`src/sv/dvru_pkg.sv`:
```
// Package of the distance vector route update core.
// Holds the command and configuration types used by the front, back end and top.
`default_nettype none

package dvru_pkg;

  localparam int unsigned NodeW = 3;
  localparam int unsigned CostW = 16;
  localparam int unsigned CmdFifoDepth = 2;

  // Register indexes on the configuration port.
  localparam logic RegSelfId = 1'b0;
  localparam logic RegUnreach = 1'b1;

  // Input selector values.
  localparam logic ModeJoin = 1'b0;
  localparam logic ModeUpdate = 1'b1;

  // What the back end does with one entry.
  typedef enum logic [1:0] {
    OP_SKIP  = 2'd0,
    OP_LOAD  = 2'd1,
    OP_RELAX = 2'd2
  } op_e;

  typedef struct packed {
    logic             mode;
    op_e              op;
    logic [NodeW-1:0] src;
    logic [NodeW-1:0] entry;
    logic [CostW-1:0] cost;
    logic             last;
  } cmd_t;

  typedef struct packed {
    logic [NodeW-1:0] self_id;
    logic [CostW-1:0] unreachable_cost;
  } cfg_t;

endpackage

`default_nettype wire

```
`src/sv/dvru_front.sv`:
```
// Front end: accepts input beats and classifies them into commands.
// Depends on dvru_pkg; feeds dvru_cmd_fifo.
`default_nettype none

module dvru_front #(
  parameter int NODE_COUNT = 8
) (
  input  wire dvru_pkg::cfg_t cfg_i,
  input  wire logic           s_axis_tvalid,
  output logic                s_axis_tready,
  // tdata: source_node[2:0], entry_index[5:3], cost_value[21:6], zero pad
  input  wire logic [23:0]    s_axis_tdata,
  // tuser: mode
  input  wire logic           s_axis_tuser,
  input  wire logic           s_axis_tlast,
  input  wire logic           fifo_full_i,
  output logic                push_o,
  output dvru_pkg::cmd_t      cmd_o
);
  import dvru_pkg::*;

  localparam logic [NodeW:0] NodeCnt = (NodeW + 1)'(NODE_COUNT);

  logic [NodeW-1:0] src;
  logic [NodeW-1:0] entry;
  logic [CostW-1:0] cost;
  logic             entry_ok;
  logic             src_ok;

  assign src   = s_axis_tdata[2:0];
  assign entry = s_axis_tdata[5:3];
  assign cost  = s_axis_tdata[21:6];

  // Range checks against the node count.
  assign entry_ok = {1'b0, entry} < NodeCnt;
  assign src_ok   = {1'b0, src} < NodeCnt;

  // The queue takes a beat whenever it has room.
  assign s_axis_tready = !fifo_full_i;
  assign push_o        = s_axis_tvalid && !fifo_full_i;

  // Classify the entry; the self entry and unreachable costs are never relaxed.
  always_comb begin
    cmd_o.mode  = s_axis_tuser;
    cmd_o.src   = src;
    cmd_o.entry = entry;
    cmd_o.cost  = cost;
    cmd_o.last  = s_axis_tlast;
    cmd_o.op    = OP_SKIP;
    if (s_axis_tuser == ModeJoin) begin
      if (entry_ok) begin
        cmd_o.op = OP_LOAD;
      end
    end else if (entry_ok && src_ok && (entry != cfg_i.self_id) &&
                 (cost < cfg_i.unreachable_cost)) begin
      cmd_o.op = OP_RELAX;
    end
  end

endmodule

`default_nettype wire

```
`src/sv/dvru_cmd_fifo.sv`:
```
// Short command queue between the front end and the back end.
// Depends on dvru_pkg for the command type and depth.
`default_nettype none

module dvru_cmd_fifo (
  input  wire logic           clk_i,
  input  wire logic           rst_ni,
  input  wire logic           push_i,
  input  wire dvru_pkg::cmd_t cmd_i,
  input  wire logic           pop_i,
  output dvru_pkg::cmd_t      cmd_o,
  output logic                valid_o,
  output logic                full_o
);
  import dvru_pkg::*;

  localparam int unsigned PtrW = (CmdFifoDepth > 1) ? $clog2(CmdFifoDepth) : 1;
  localparam int unsigned CntW = $clog2(CmdFifoDepth + 1);
  localparam logic [PtrW-1:0] LastPtr = PtrW'(CmdFifoDepth - 1);
  localparam logic [CntW-1:0] FullCnt = CntW'(CmdFifoDepth);

  cmd_t            slot_q [CmdFifoDepth];
  logic [PtrW-1:0] wr_q, wr_d;
  logic [PtrW-1:0] rd_q, rd_d;
  logic [CntW-1:0] cnt_q, cnt_d;
  logic            do_push;
  logic            do_pop;

  assign valid_o = cnt_q != '0;
  assign full_o  = cnt_q == FullCnt;
  assign cmd_o   = slot_q[rd_q];
  assign do_push = push_i && !full_o;
  assign do_pop  = pop_i && valid_o;

  // Pointer and fill count update.
  always_comb begin
    wr_d  = wr_q;
    rd_d  = rd_q;
    cnt_d = cnt_q;
    if (do_push) begin
      wr_d = (wr_q == LastPtr) ? '0 : wr_q + 1'b1;
    end
    if (do_pop) begin
      rd_d = (rd_q == LastPtr) ? '0 : rd_q + 1'b1;
    end
    if (do_push && !do_pop) begin
      cnt_d = cnt_q + 1'b1;
    end else if (do_pop && !do_push) begin
      cnt_d = cnt_q - 1'b1;
    end
  end

  always_ff @(posedge clk_i or negedge rst_ni) begin
    if (!rst_ni) begin
      wr_q  <= '0;
      rd_q  <= '0;
      cnt_q <= '0;
    end else begin
      wr_q  <= wr_d;
      rd_q  <= rd_d;
      cnt_q <= cnt_d;
    end
  end

  // Slot storage needs no reset.
  always_ff @(posedge clk_i) begin
    if (do_push) begin
      slot_q[wr_q] <= cmd_i;
    end
  end

endmodule

`default_nettype wire

```
`src/sv/dvru_back.sv`:
```
// Back end: holds the cost tables, relaxes entries and runs vector broadcasts.
// Depends on dvru_pkg; takes commands from dvru_cmd_fifo.
`default_nettype none

module dvru_back #(
  parameter int NODE_COUNT = 8
) (
  input  wire logic                        clk_i,
  input  wire logic                        rst_ni,
  input  wire dvru_pkg::cfg_t              cfg_i,
  input  wire dvru_pkg::cmd_t              cmd_i,
  input  wire logic                        cmd_valid_i,
  output logic                             cmd_pop_o,
  output logic                             out_valid_o,
  input  wire logic                        out_ready_i,
  output logic [dvru_pkg::NodeW-1:0]       dest_o,
  output logic [dvru_pkg::NodeW-1:0]       index_o,
  output logic [dvru_pkg::CostW-1:0]       cost_o,
  output logic                             last_o
);
  import dvru_pkg::*;

  localparam int unsigned IdxW = (NODE_COUNT > 1) ? $clog2(NODE_COUNT) : 1;
  localparam logic [IdxW-1:0] LastIdx = IdxW'(NODE_COUNT - 1);
  localparam logic [IdxW-1:0] PrevIdx = IdxW'(NODE_COUNT - 2);
  localparam logic [NodeW:0]  LastNode = (NodeW + 1)'(NODE_COUNT - 1);

  typedef enum logic [1:0] {
    ST_IDLE  = 2'b01,
    ST_BCAST = 2'b10
  } state_e;

  state_e           state_q, state_d;
  logic [CostW-1:0] link_q [NODE_COUNT];
  logic [CostW-1:0] best_q [NODE_COUNT];
  logic             improved_q, improved_d;
  logic [IdxW-1:0]  dest_q, dest_d;
  logic [IdxW-1:0]  ent_q, ent_d;

  logic             out_valid_q, out_valid_d;
  logic [NodeW-1:0] out_dest_q;
  logic [NodeW-1:0] out_index_q;
  logic [CostW-1:0] out_cost_q;
  logic             out_last_q;

  logic [IdxW-1:0]  rd_addr;
  logic [CostW-1:0] rd_best;
  logic [CostW:0]   cand;
  logic             take;
  logic             better;
  logic             slot_free;
  logic             load_out;
  logic             beat_last;
  logic [IdxW-1:0]  first_dest;
  logic [IdxW-1:0]  last_dest;
  logic [IdxW-1:0]  next_dest;
  logic [NodeW:0]   dest_inc;
  logic [NodeW:0]   self_ext;

  // A command is taken only between broadcasts.
  assign take      = (state_q == ST_IDLE) && cmd_valid_i;
  assign cmd_pop_o = take;

  // One read port on the best-cost table, shared by relaxation and broadcast.
  assign rd_addr = (state_q == ST_BCAST) ? ent_q : cmd_i.entry[IdxW-1:0];
  assign rd_best = best_q[rd_addr];

  // Candidate cost through the sending neighbor, one bit wider.
  assign cand   = {1'b0, link_q[cmd_i.src[IdxW-1:0]]} + {1'b0, cmd_i.cost};
  assign better = take && (cmd_i.op == OP_RELAX) && ({1'b0, rd_best} > cand);

  // Destination order skips this node.
  assign self_ext   = {1'b0, cfg_i.self_id};
  assign first_dest = (cfg_i.self_id == '0) ? IdxW'(1) : '0;
  assign last_dest  = (self_ext == LastNode) ? PrevIdx : LastIdx;
  assign dest_inc   = (NodeW + 1)'(dest_q) + 1'b1;
  assign next_dest  = (dest_inc == self_ext) ? IdxW'(dest_inc + 1'b1) : IdxW'(dest_inc);

  assign slot_free = !out_valid_q || out_ready_i;
  assign load_out  = (state_q == ST_BCAST) && slot_free;
  assign beat_last = (ent_q == LastIdx) && (dest_q == last_dest);

  // Sequencer for relaxation and broadcast.
  always_comb begin
    state_d    = state_q;
    improved_d = improved_q;
    dest_d     = dest_q;
    ent_d      = ent_q;
    case (state_q)
      ST_IDLE: begin
        if (take) begin
          improved_d = cmd_i.last ? 1'b0 : (improved_q || better);
          if (cmd_i.last && ((cmd_i.mode == ModeJoin) || improved_q || better)) begin
            state_d = ST_BCAST;
            dest_d  = first_dest;
            ent_d   = '0;
          end
        end
      end
      ST_BCAST: begin
        if (slot_free) begin
          if (ent_q == LastIdx) begin
            ent_d  = '0;
            dest_d = next_dest;
            if (beat_last) begin
              state_d = ST_IDLE;
            end
          end else begin
            ent_d = ent_q + 1'b1;
          end
        end
      end
      default: begin
        state_d = ST_IDLE;
      end
    endcase
  end

  assign out_valid_d = load_out || (out_valid_q && !out_ready_i);

  always_ff @(posedge clk_i or negedge rst_ni) begin
    if (!rst_ni) begin
      state_q     <= ST_IDLE;
      improved_q  <= 1'b0;
      dest_q      <= '0;
      ent_q       <= '0;
      out_valid_q <= 1'b0;
    end else begin
      state_q     <= state_d;
      improved_q  <= improved_d;
      dest_q      <= dest_d;
      ent_q       <= ent_d;
      out_valid_q <= out_valid_d;
    end
  end

  // Cost tables: a join loads both, a relaxation lowers the best cost.
  always_ff @(posedge clk_i or negedge rst_ni) begin
    if (!rst_ni) begin
      for (int i = 0; i < NODE_COUNT; i++) begin
        link_q[i] <= '0;
        best_q[i] <= '0;
      end
    end else if (take && (cmd_i.op == OP_LOAD)) begin
      link_q[cmd_i.entry[IdxW-1:0]] <= cmd_i.cost;
      best_q[cmd_i.entry[IdxW-1:0]] <= cmd_i.cost;
    end else if (better) begin
      best_q[cmd_i.entry[IdxW-1:0]] <= cand[CostW-1:0];
    end
  end

  // Output register; payload needs no reset.
  always_ff @(posedge clk_i) begin
    if (load_out) begin
      out_dest_q  <= NodeW'(dest_q);
      out_index_q <= NodeW'(ent_q);
      out_cost_q  <= rd_best;
      out_last_q  <= beat_last;
    end
  end

  assign out_valid_o = out_valid_q;
  assign dest_o      = out_dest_q;
  assign index_o     = out_index_q;
  assign cost_o      = out_cost_q;
  assign last_o      = out_last_q;

endmodule

`default_nettype wire

```
`src/sv/distance_vector_route_update_core.sv`:
```
// Channel   Dir  Handshake                    Moves
// s_axis    in   s_axis_tvalid/s_axis_tready  one join or update entry per beat
// m_axis    out  m_axis_tvalid/m_axis_tready  one cost of a broadcast copy per beat
// apb       in   psel/penable, pready high    self_id and unreachable_cost writes
//
// An entry is relaxed or loaded in the back end as it is taken; a two-deep
// command queue lets the front take beats while a broadcast runs.
// A broadcast adds (NODE_COUNT-1)*NODE_COUNT beats, one per cycle while
// m_axis_tready is high, set by the single read port of the best-cost table.
// Reset clears both cost tables and the improved flag at once; no sweep.
// A stalled output holds its beat; input stalls only when the queue is full.
`default_nettype none

module distance_vector_route_update_core #(
  parameter int NODE_COUNT = 8
) (
  input  wire logic        clk_i,
  input  wire logic        rst_ni,
  // Configuration port
  input  wire logic        psel,
  input  wire logic        penable,
  input  wire logic        pwrite,
  input  wire logic [2:0]  paddr,
  input  wire logic [31:0] pwdata,
  output logic [31:0]      prdata,
  output logic             pready,
  // Input stream
  input  wire logic        s_axis_tvalid,
  output logic             s_axis_tready,
  // tdata: source_node[2:0], entry_index[5:3], cost_value[21:6], zero pad
  input  wire logic [23:0] s_axis_tdata,
  // tuser: mode
  input  wire logic        s_axis_tuser,
  input  wire logic        s_axis_tlast,
  // Output stream
  output logic             m_axis_tvalid,
  input  wire logic        m_axis_tready,
  // tdata: dest_node[2:0], out_index[5:3], out_cost[21:6], zero pad
  output logic [23:0]      m_axis_tdata,
  output logic             m_axis_tlast
);
  import dvru_pkg::*;

  cfg_t             cfg_q;
  cmd_t             front_cmd;
  cmd_t             fifo_cmd;
  logic             push;
  logic             fifo_full;
  logic             fifo_valid;
  logic             pop;
  logic [NodeW-1:0] dest;
  logic [NodeW-1:0] index;
  logic [CostW-1:0] cost;

  // Register writes at the access phase.
  assign pready = 1'b1;

  always_ff @(posedge clk_i or negedge rst_ni) begin
    if (!rst_ni) begin
      cfg_q.self_id          <= '0;
      cfg_q.unreachable_cost <= 16'd999;
    end else if (psel && penable && pwrite && pready) begin
      case (paddr[2])
        RegSelfId:  cfg_q.self_id          <= pwdata[NodeW-1:0];
        RegUnreach: cfg_q.unreachable_cost <= pwdata[CostW-1:0];
        default: ;
      endcase
    end
  end

  // Register readback.
  always_comb begin
    case (paddr[2])
      RegSelfId:  prdata = {{(32 - NodeW){1'b0}}, cfg_q.self_id};
      RegUnreach: prdata = {{(32 - CostW){1'b0}}, cfg_q.unreachable_cost};
      default:    prdata = '0;
    endcase
  end

  dvru_front #(.NODE_COUNT(NODE_COUNT)) u_front (
    .cfg_i         (cfg_q),
    .s_axis_tvalid (s_axis_tvalid),
    .s_axis_tready (s_axis_tready),
    .s_axis_tdata  (s_axis_tdata),
    .s_axis_tuser  (s_axis_tuser),
    .s_axis_tlast  (s_axis_tlast),
    .fifo_full_i   (fifo_full),
    .push_o        (push),
    .cmd_o         (front_cmd)
  );

  dvru_cmd_fifo u_fifo (
    .clk_i   (clk_i),
    .rst_ni  (rst_ni),
    .push_i  (push),
    .cmd_i   (front_cmd),
    .pop_i   (pop),
    .cmd_o   (fifo_cmd),
    .valid_o (fifo_valid),
    .full_o  (fifo_full)
  );

  dvru_back #(.NODE_COUNT(NODE_COUNT)) u_back (
    .clk_i       (clk_i),
    .rst_ni      (rst_ni),
    .cfg_i       (cfg_q),
    .cmd_i       (fifo_cmd),
    .cmd_valid_i (fifo_valid),
    .cmd_pop_o   (pop),
    .out_valid_o (m_axis_tvalid),
    .out_ready_i (m_axis_tready),
    .dest_o      (dest),
    .index_o     (index),
    .cost_o      (cost),
    .last_o      (m_axis_tlast)
  );

  assign m_axis_tdata = {2'b00, cost, index, dest};

endmodule

`default_nettype wire

```
`config.mk`:
```
export PLATFORM = sky130hd
export DESIGN_NAME = distance_vector_route_update_core
export DESIGN_NICKNAME = d
export VERILOG_FILES = /design/src/sv/dvru_pkg.sv /design/src/sv/dvru_front.sv /design/src/sv/dvru_cmd_fifo.sv /design/src/sv/dvru_back.sv /design/src/sv/distance_vector_route_update_core.sv
export SDC_FILE = /design/constraint.sdc
export NUM_CORES = 1
export LEC_CHECK = 0
export CORE_ASPECT_RATIO = 0.75
export CORE_MARGIN = 2
export CORE_UTILIZATION = 55
export DETAILED_ROUTE_END_ITERATION = 10
export DONT_BUFFER_PORTS = 1
export PLACE_DENSITY = 0.73
export REMOVE_ABC_BUFFERS = 1
export SETUP_SLACK_MARGIN = 0.5
export SLEW_MARGIN = 20
export SYNTH_ARGS = -nofsm -noshare
export SYNTH_HDL_FRONTEND = slang
export SYNTH_SLANG_ARGS = --single-unit
```
`constraint.sdc`:
```
create_clock -name clk_i -period 8.63 [get_ports clk_i]
set_input_delay 0.4315 -clock clk_i [delete_from_list [all_inputs] [get_ports clk_i]]
set_output_delay 0.4315 -clock clk_i [all_outputs]
set_load 0.03 [all_outputs]
```
==> flow_summary.toml, run 1 <==
[timing]
fmax_ghz = 0.142
skew_ns = 0.0220
rsz0062_at_grt = "no"
finalMaxSlewViolations = 0
worst_pin_slew_ns = 0.984
hold_ws_ns = 0.0242
final.min_clock_period_ns = 7.04
setup_viol = 0
post-route-period-util_pct = 81.6
hold_viol = 0
slew_headroom_pct = 32.5
layout_setup_ws_ns = 1.59

[global_routing]
grt_pass1_vias = 11500
grtUsageTotal_pct = 24.3
grt_max_degree = 290
gr-total-overflow = 0
antenna_found_initial = 1
grt_first_pass_wirelength_um = 62500

[worst_setup_path]
worstPathRequired_ns = 9.04
reg2reg_depth = 20
r2r-start = "u_fifo.rd_q"
r2r_slack_ns = 1.59
crit_path_max_fanout = 28
crit_arrival_ns = 7.45
cp-end-kind = "flop"
crit_path_end = "u_back.best_q[101]"
r2r_end = "u_back.best_q[101]"
start_kind = "flop"
crit_type = "reg2reg"
startpoint = "u_fifo.rd_q"

[cts]
clkTransAtPathRegs_ns = 0.06
worstSkewPairLatency_ns = 0.54
clock-sinks = 364
cts_root_buf = "clkbuf_16"
hold_buffers = 25
htree_levels = 2
numCtsBuffers = 39
ctsResizeCount = 0
cts_tree = "yes"
clock_path_buffers = 3
post_cts_buffers = 0

[placed_design]
gp_congestion = 0.839
pre_cts_ws_ns = 1.71
dpl.hpwl_um = 25100
portBuffers = 0

[cells_and_area]
diodes = 0
multi_input_area_mm2 = 0.00735
regArea_mm2 = 0.00950
drive_above_1_share_pct = 23.7
mostFrequentLayoutCell = "dfrtp_1"
nets = 1528
final_cell_mix = "dfrtp_1 (279), nor2_1 (151), a21oi_1 (145), mux2_2 (142), edfxtp_1 (75)"
syn_to_final_growth_pct = 12.2
fillerInstances = 2369

[floorplan]
die_area_mm2 = 0.0330
die_w_um = 209
die_h_um = 158
ios = 128
core_mm2 = 0.0312
initial_utilization_pct = 55.7
num_rows = 56

[logic_synthesis]
synthAdderAreaFrac_pct = 3.86
syn_area_mm2 = 0.0174
syn_inst = 1367
async_flop_share_pct = 79.4
ys_ff_latch = 364
yosys_warnings = 0
synth_mux_area_share_pct = 19.6
synth-xor-area-share_pct = 1.16
ys_seq_area_share_pct = 54.7
synth_compound_area_share_pct = 10.2
synth_simple_gate_area_share_pct = 6.55
ys.flop_type = "dfrtp_1"
synth_top_family_by_area = "multiplexers"
synth-edff-count = 75
post_synth_num_cell_types = 66
avgSynthCellArea_um2 = 12.7

[job]
maxCapViolCount = 0

[power]
p_leak_nw = 8.67
power_density_mw_per_mm2 = 432
peakVddDrop_mv = 0.279

[route]
drtIter0Drc = 932
ant_nets = 0
drt_wl_total_um = 39000
avgViaCountPerCell = 5.99
vias = 11000
drc = 0
wl_per_cell_um = 21.2
dr.pass1.iters = 5

[hold_path]
min_path_type = "in2reg"

[run_status]
status = "complete, no violations"
==> critical path, stage by stage, from the launching register on <==
cell	delay [ns]
dfrtp_2	0.54
buf_4	0.43
mux2i_2	0.84
mux2_2	0.31
ha_1	0.17
inv_1	0.06
fa_1	0.41
nor2b_1	0.16
o31a_1	0.23
o2111ai_1	0.22
a31oi_1	0.61
mux2i_1	0.29
and2_1	0.17
ha_1	0.26
a2111oi_0	0.40
nand2_1	0.10
o31ai_1	0.50
a31oi_4	0.22
a31oi_2	0.28
buf_4	0.31
mux2_2	0.38
==> synth_stat cells, types with 7 or more instances <==
library cell	count	area, µm²
ha_1	52	651
o21ai_0	8	40.0
buf_4	19	143
mux2i_1	36	360
mux4_2	64	1440
nand2b_1	10	62.6
xor2_1	13	114
nor2_1	161	604
buf_2	7	35.0
nand2_1	27	101
dfstp_2	9	236
nor3_1	8	40.0
clkbuf_1	53	199
edfxtp_1	75	2250
o22a_1	15	131
inv_1	68	255
mux2_2	142	1600
o211ai_1	7	52.6
dfrtp_1	280	7010
xnor2_1	10	87.6
nor2b_1	7	43.8
a2bb2oi_1	27	236
nand3_1	12	60.1
and2_1	15	93.8
a21o_1	8	60.1
a21oi_1	145	726
==> area by class of cell <==
type / count / area share [%]
sequential: 364 / 48.7
multi-input combinational: 868 / 37.7
timing repair buffer: 66 / 3.17
clock inverter: 18 / 0.867
tap: 406 / 2.61
clock buffer: 52 / 5.58
inverter: 68 / 1.31
==> report_power, final <==
part / internal, mW / switching (mW) / leakage (nW) / total (mW)
Clock: 0.977 / 0.672 / 0.623 / 1.65
Sequential: 2.40 / 0.346 / 4.41 / 2.75
Combinational: 1.75 / 2.26 / 3.63 / 4.01
==> routing by layer <==
layer,vias to the layer above,track usage [%],part of all wire [%]
met2,272,39.6,48
met3,50,3.79,4.7
li1,5060,-,-
met1,5643,34.6,45
met5,-,0,0
met4,0,6.22,1.6
==> cell families after synthesis <==
group	count (synthesis)
AOI/OAI and AO/OA	272
DFF	364
buffers and inverters	152
and+or+nand+nor	259
xor gates and xnor gates	23
other	2
muxes	242
adders and majority gates	53
==> worst min path at each step <==
stage | startpoint | to | cells after the start
2_1_floorplan | rst_ni | cfg_q[10] | 0
3_3_place_gp | rst_ni | u_back.best_q[86] | 0
3_5_place_dp | rst_ni | u_back.best_q[70] | 0
4_1_cts | m_axis_tready | u_back.out_valid_o | 1
5_1_grt | m_axis_tready | u_back.out_valid_o | 1
6_report | m_axis_tready | u_back.out_valid_o | 1
==> sequential cells by signal, indices dropped and copies added (netlist names), 2 cells and up <==
name / count
u_back.dest_o: 3
u_back.ent_q: 3
u_back.dest_q: 3
u_back.state_q: 2
u_fifo.cnt_q: 2
u_back.cost_o: 16
u_back.index_o: 3
u_fifo.slot_q: 52
u_back.link_q: 128
u_back.best_q: 128
cfg_q: 19
==> stage by stage <==
stage	cell area, µm²	util [%]	instances	TNS [ns]	power [mW]
2_1_floorplan	17000	-	1300	-54.44	5.62
3_3_place_gp	17900	57.4	1744	0	6.51
3_5_place_dp	17900	57.5	1745	0	6.71
4_1_cts	19400	62.4	1840	0	8.42
5_1_grt	19500	62.5	1842	0	9.01
6_report	19500	62.5	1842	0	8.41
Power figures use the tool's default switching activity.
==> run 2: changes to the inputs <==
--- a/config.mk
+++ b/config.mk
@@ -5,6 +5,7 @@
 export SDC_FILE = /design/constraint.sdc
 export NUM_CORES = 1
 export LEC_CHECK = 0
+export ABC_AREA = 1
 export CORE_ASPECT_RATIO = 0.75
 export CORE_MARGIN = 2
 export CORE_UTILIZATION = 55
==> constraint.sdc (replaced) <==
create_clock -name clk_i -period 7.13 [get_ports clk_i]
set_input_delay 0.3565 -clock clk_i [delete_from_list [all_inputs] [get_ports clk_i]]
set_output_delay 0.3565 -clock clk_i [all_outputs]
set_load 0.03 [all_outputs]
==> run 2 against run 1 <==
Count of clock-buffer cells in the layout grew 5; the run now ends with negative hold slack left; largest cell class unchanged; combinational power grew 63%; register-to-register slack lost 0.72 ns; maximum frequency grew 12%; worst setup slack lost 0.72 ns; worst hold slack lost 0.52 ns; clock power grew 24%.
==> flow_summary.toml, run 2 <==
[cts]
post_cts_buffers = 0
clock-sinks = 364
clkTransAtPathRegs_ns = 0.06
cts_tree = "yes"
htree_levels = 2
cts_root_buf = "clkbuf_16"
clock_path_buffers = 3
numCtsBuffers = 39
worstSkewPairLatency_ns = 0.56
hold_buffers = 41

[global_routing]
met1_usage_pct = 48.8
grt-busiest-layer = "met1"
grt_first_pass_wirelength_um = 90500
grt_max_degree = 290
grt_pass1_vias = 15400
grtUsageTotal_pct = 33.8
antenna_found_initial = 0
gr-total-overflow = 0
met3_usage_pct = 10.0
gr-usage-met2_pct = 48.1

[worst_setup_path]
r2r_slack_ns = 0.87
crit_path_max_fanout = 19
crit_arrival_ns = 6.70
slowest_delay_ns = 0.54
path_common_cell = "nand2_1"
reg2reg_depth = 28
r2r-start = "u_fifo.rd_q"
worstPathRequired_ns = 7.57
r2r_end = "u_back.best_q[16]"
crit_type = "reg2reg"
crit_slowest_cell = "dfrtp_2"
start_kind = "flop"
cp-end-kind = "flop"

[logic_synthesis]
avgSynthCellArea_um2 = 8.34
synthTopCellsByArea = "dfrtp_1 (37%), edfxtp_1 (12%), nand2_1 (12%), o21ai_0 (8.4%), inv_1 (4.7%)"
ys_seq_area_share_pct = 50.8
syn_area_mm2 = 0.0187
synth.most_common_cell = "nand2_1"
ys_ff_latch = 364
synth_top_area_share_pct = 37.5
async_flop_share_pct = 79.4
post_synth_num_cell_types = 57
yosys.area.top_type = "dfrtp_1"
synth-edff-count = 75
syn_inst = 2240
yosys_warnings = 0
ys.flop_type = "dfrtp_1"
yosys-top-cells-count = "nand2_1 (599), o21ai_0 (314), dfrtp_1 (280)"

[floorplan]
initial_utilization_pct = 55.7
die_w_um = 217
die_area_mm2 = 0.0355
ios = 128
die_h_um = 164
core_mm2 = 0.0335
num_rows = 58

[placed_design]
portBuffers = 0
dpl.hpwl_um = 37100
placed_area_mm2 = 0.0191
gp_congestion = 0.925

[job]
maxCapViolCount = 0

[cells_and_area]
fin_util_pct = 62.0
syn_to_final_growth_pct = 11.3
multi_input_area_mm2 = 0.00769
final_cell_mix = "nand2_1 (599), o21ai_0 (314), dfrtp_1 (279), inv_1 (233), a21oi_1 (109)"
top_regs = "u_back.best_q x128, u_back.link_q x128, u_fifo.slot_q x52"
fillerInstances = 2882
regArea_mm2 = 0.00950
drive_above_1_share_pct = 8.22
nets = 2378
mostFrequentLayoutCell = "nand2_1"
design_area_mm2 = 0.0208
diodes = 0

[power]
peakVddDrop_mv = 0.554
power_density_mw_per_mm2 = 572
p_leak_nw = 9.70

[route]
ant_nets = 0
vias = 16400
drt_wl_total_um = 59200
drc = 0
drtIter0Drc = 2409
dr.pass1.iters = 6
wl_per_cell_um = 21.6
avgViaCountPerCell = 5.99

[timing]
final.min_clock_period_ns = 6.26
setup_viol = 0
slew_headroom_pct = 15.2
fmax_ghz = 0.160
post-route-period-util_pct = 87.8
tns_ns = 0
skew_ns = 0.0199
finalMaxSlewViolations = 0
hold_viol = 285
rsz0062_at_grt = "no"
hold_ws_ns = -0.498
worst_pin_slew_ns = 1.27

[run_status]
status = "finished, violations left"
violations = "negative hold slack"

[hold_path]
min_path_type = "in2async"
run 2: area by class of cell:
cell class | instances | share of cell area (%)
multi-input cells | 1506 | 37.0
clock inverters | 15 | 0.662
repair buffers | 91 | 3.90
well taps | 450 | 2.71
flip-flops and latches | 364 | 45.7
clock buffers | 57 | 5.46
inverters | 255 | 4.65
run 2: worst max path at each step:
stage / slack (ns) / endpoint / start / cells past startpoint
global placement: 0.99 / u_back.best_q[126] / u_fifo.rd_q / 29
detailed placement: 0.89 / u_back.best_q[126] / u_fifo.rd_q / 29
global route: 0.57 / u_back.best_q[82] / u_fifo.rd_q / 29
finish: 0.87 / u_back.best_q[16] / u_fifo.rd_q / 28
CTS: 0.81 / u_back.best_q[126] / u_fifo.rd_q / 29
floorplan: 0.44 / u_back.best_q[79] / u_fifo.rd_q / 28
run 2: cells by family after synthesis:
family,count (synthesis),share of synthesized area [%]
AND/OR/NAND/NOR,789,17.2
adder cells (fa/ha/maj),53,3.59
other,2,0.0402
flip-flops,364,50.8
XOR/XNOR,20,0.937
multiplexers,5,0.275
AO/OA/AOI/OAI,620,18.5
buffers and inverters,387,8.63
run 2: power by group:
part           switching [mW]  internal [mW]  total (mW)
clock network           0.869           1.18        2.05
registers               0.406           2.89        3.29
logic                    4.53           2.03        6.55
total                    5.80           6.10        11.9
run 2: repair_timing:
item                       CTS  global route
hold endpoints to repair   357           289
setup endpoints to repair    0            62
resized for setup            0             7
run 2: metal layers:
| layer | up-vias | routed length (µm) |
|---|---|---|
| met5 | - | 0 |
| met4 | 0 | 2310 |
| met3 | 163 | 7840 |
| met2 | 990 | 24400 |
| met1 | 7816 | 24700 |
| li1 | 7445 | - |
run 2: through the flow:
| stage | power, mW | hold slack [ns] | cells | setup WS [ns] |
|---|---|---|---|---|
| 2_1_floorplan | 7.33 | 0.0609 | 2125 | 0.438 |
| 5_1_grt | 12.7 | -0.508 | 2738 | 0.571 |
| 4_1_cts | 11.6 | -0.498 | 2738 | 0.812 |
| 3_5_place_dp | 9.55 | 0.0733 | 2625 | 0.892 |
| 3_3_place_gp | 9.43 | 0.0724 | 2625 | 0.995 |
| 6_report | 11.9 | -0.498 | 2738 | 0.869 |
run 2: critical path: cells and delay by family (launching register included):
kind / cells / cell delay, ns
and+or+nand+nor: 14 / 2.20
AOI/OAI and AO/OA: 6 / 1.36
buffers and inverters: 5 / 1.01
adders and majority gates: 3 / 0.99
DFF: 1 / 0.54
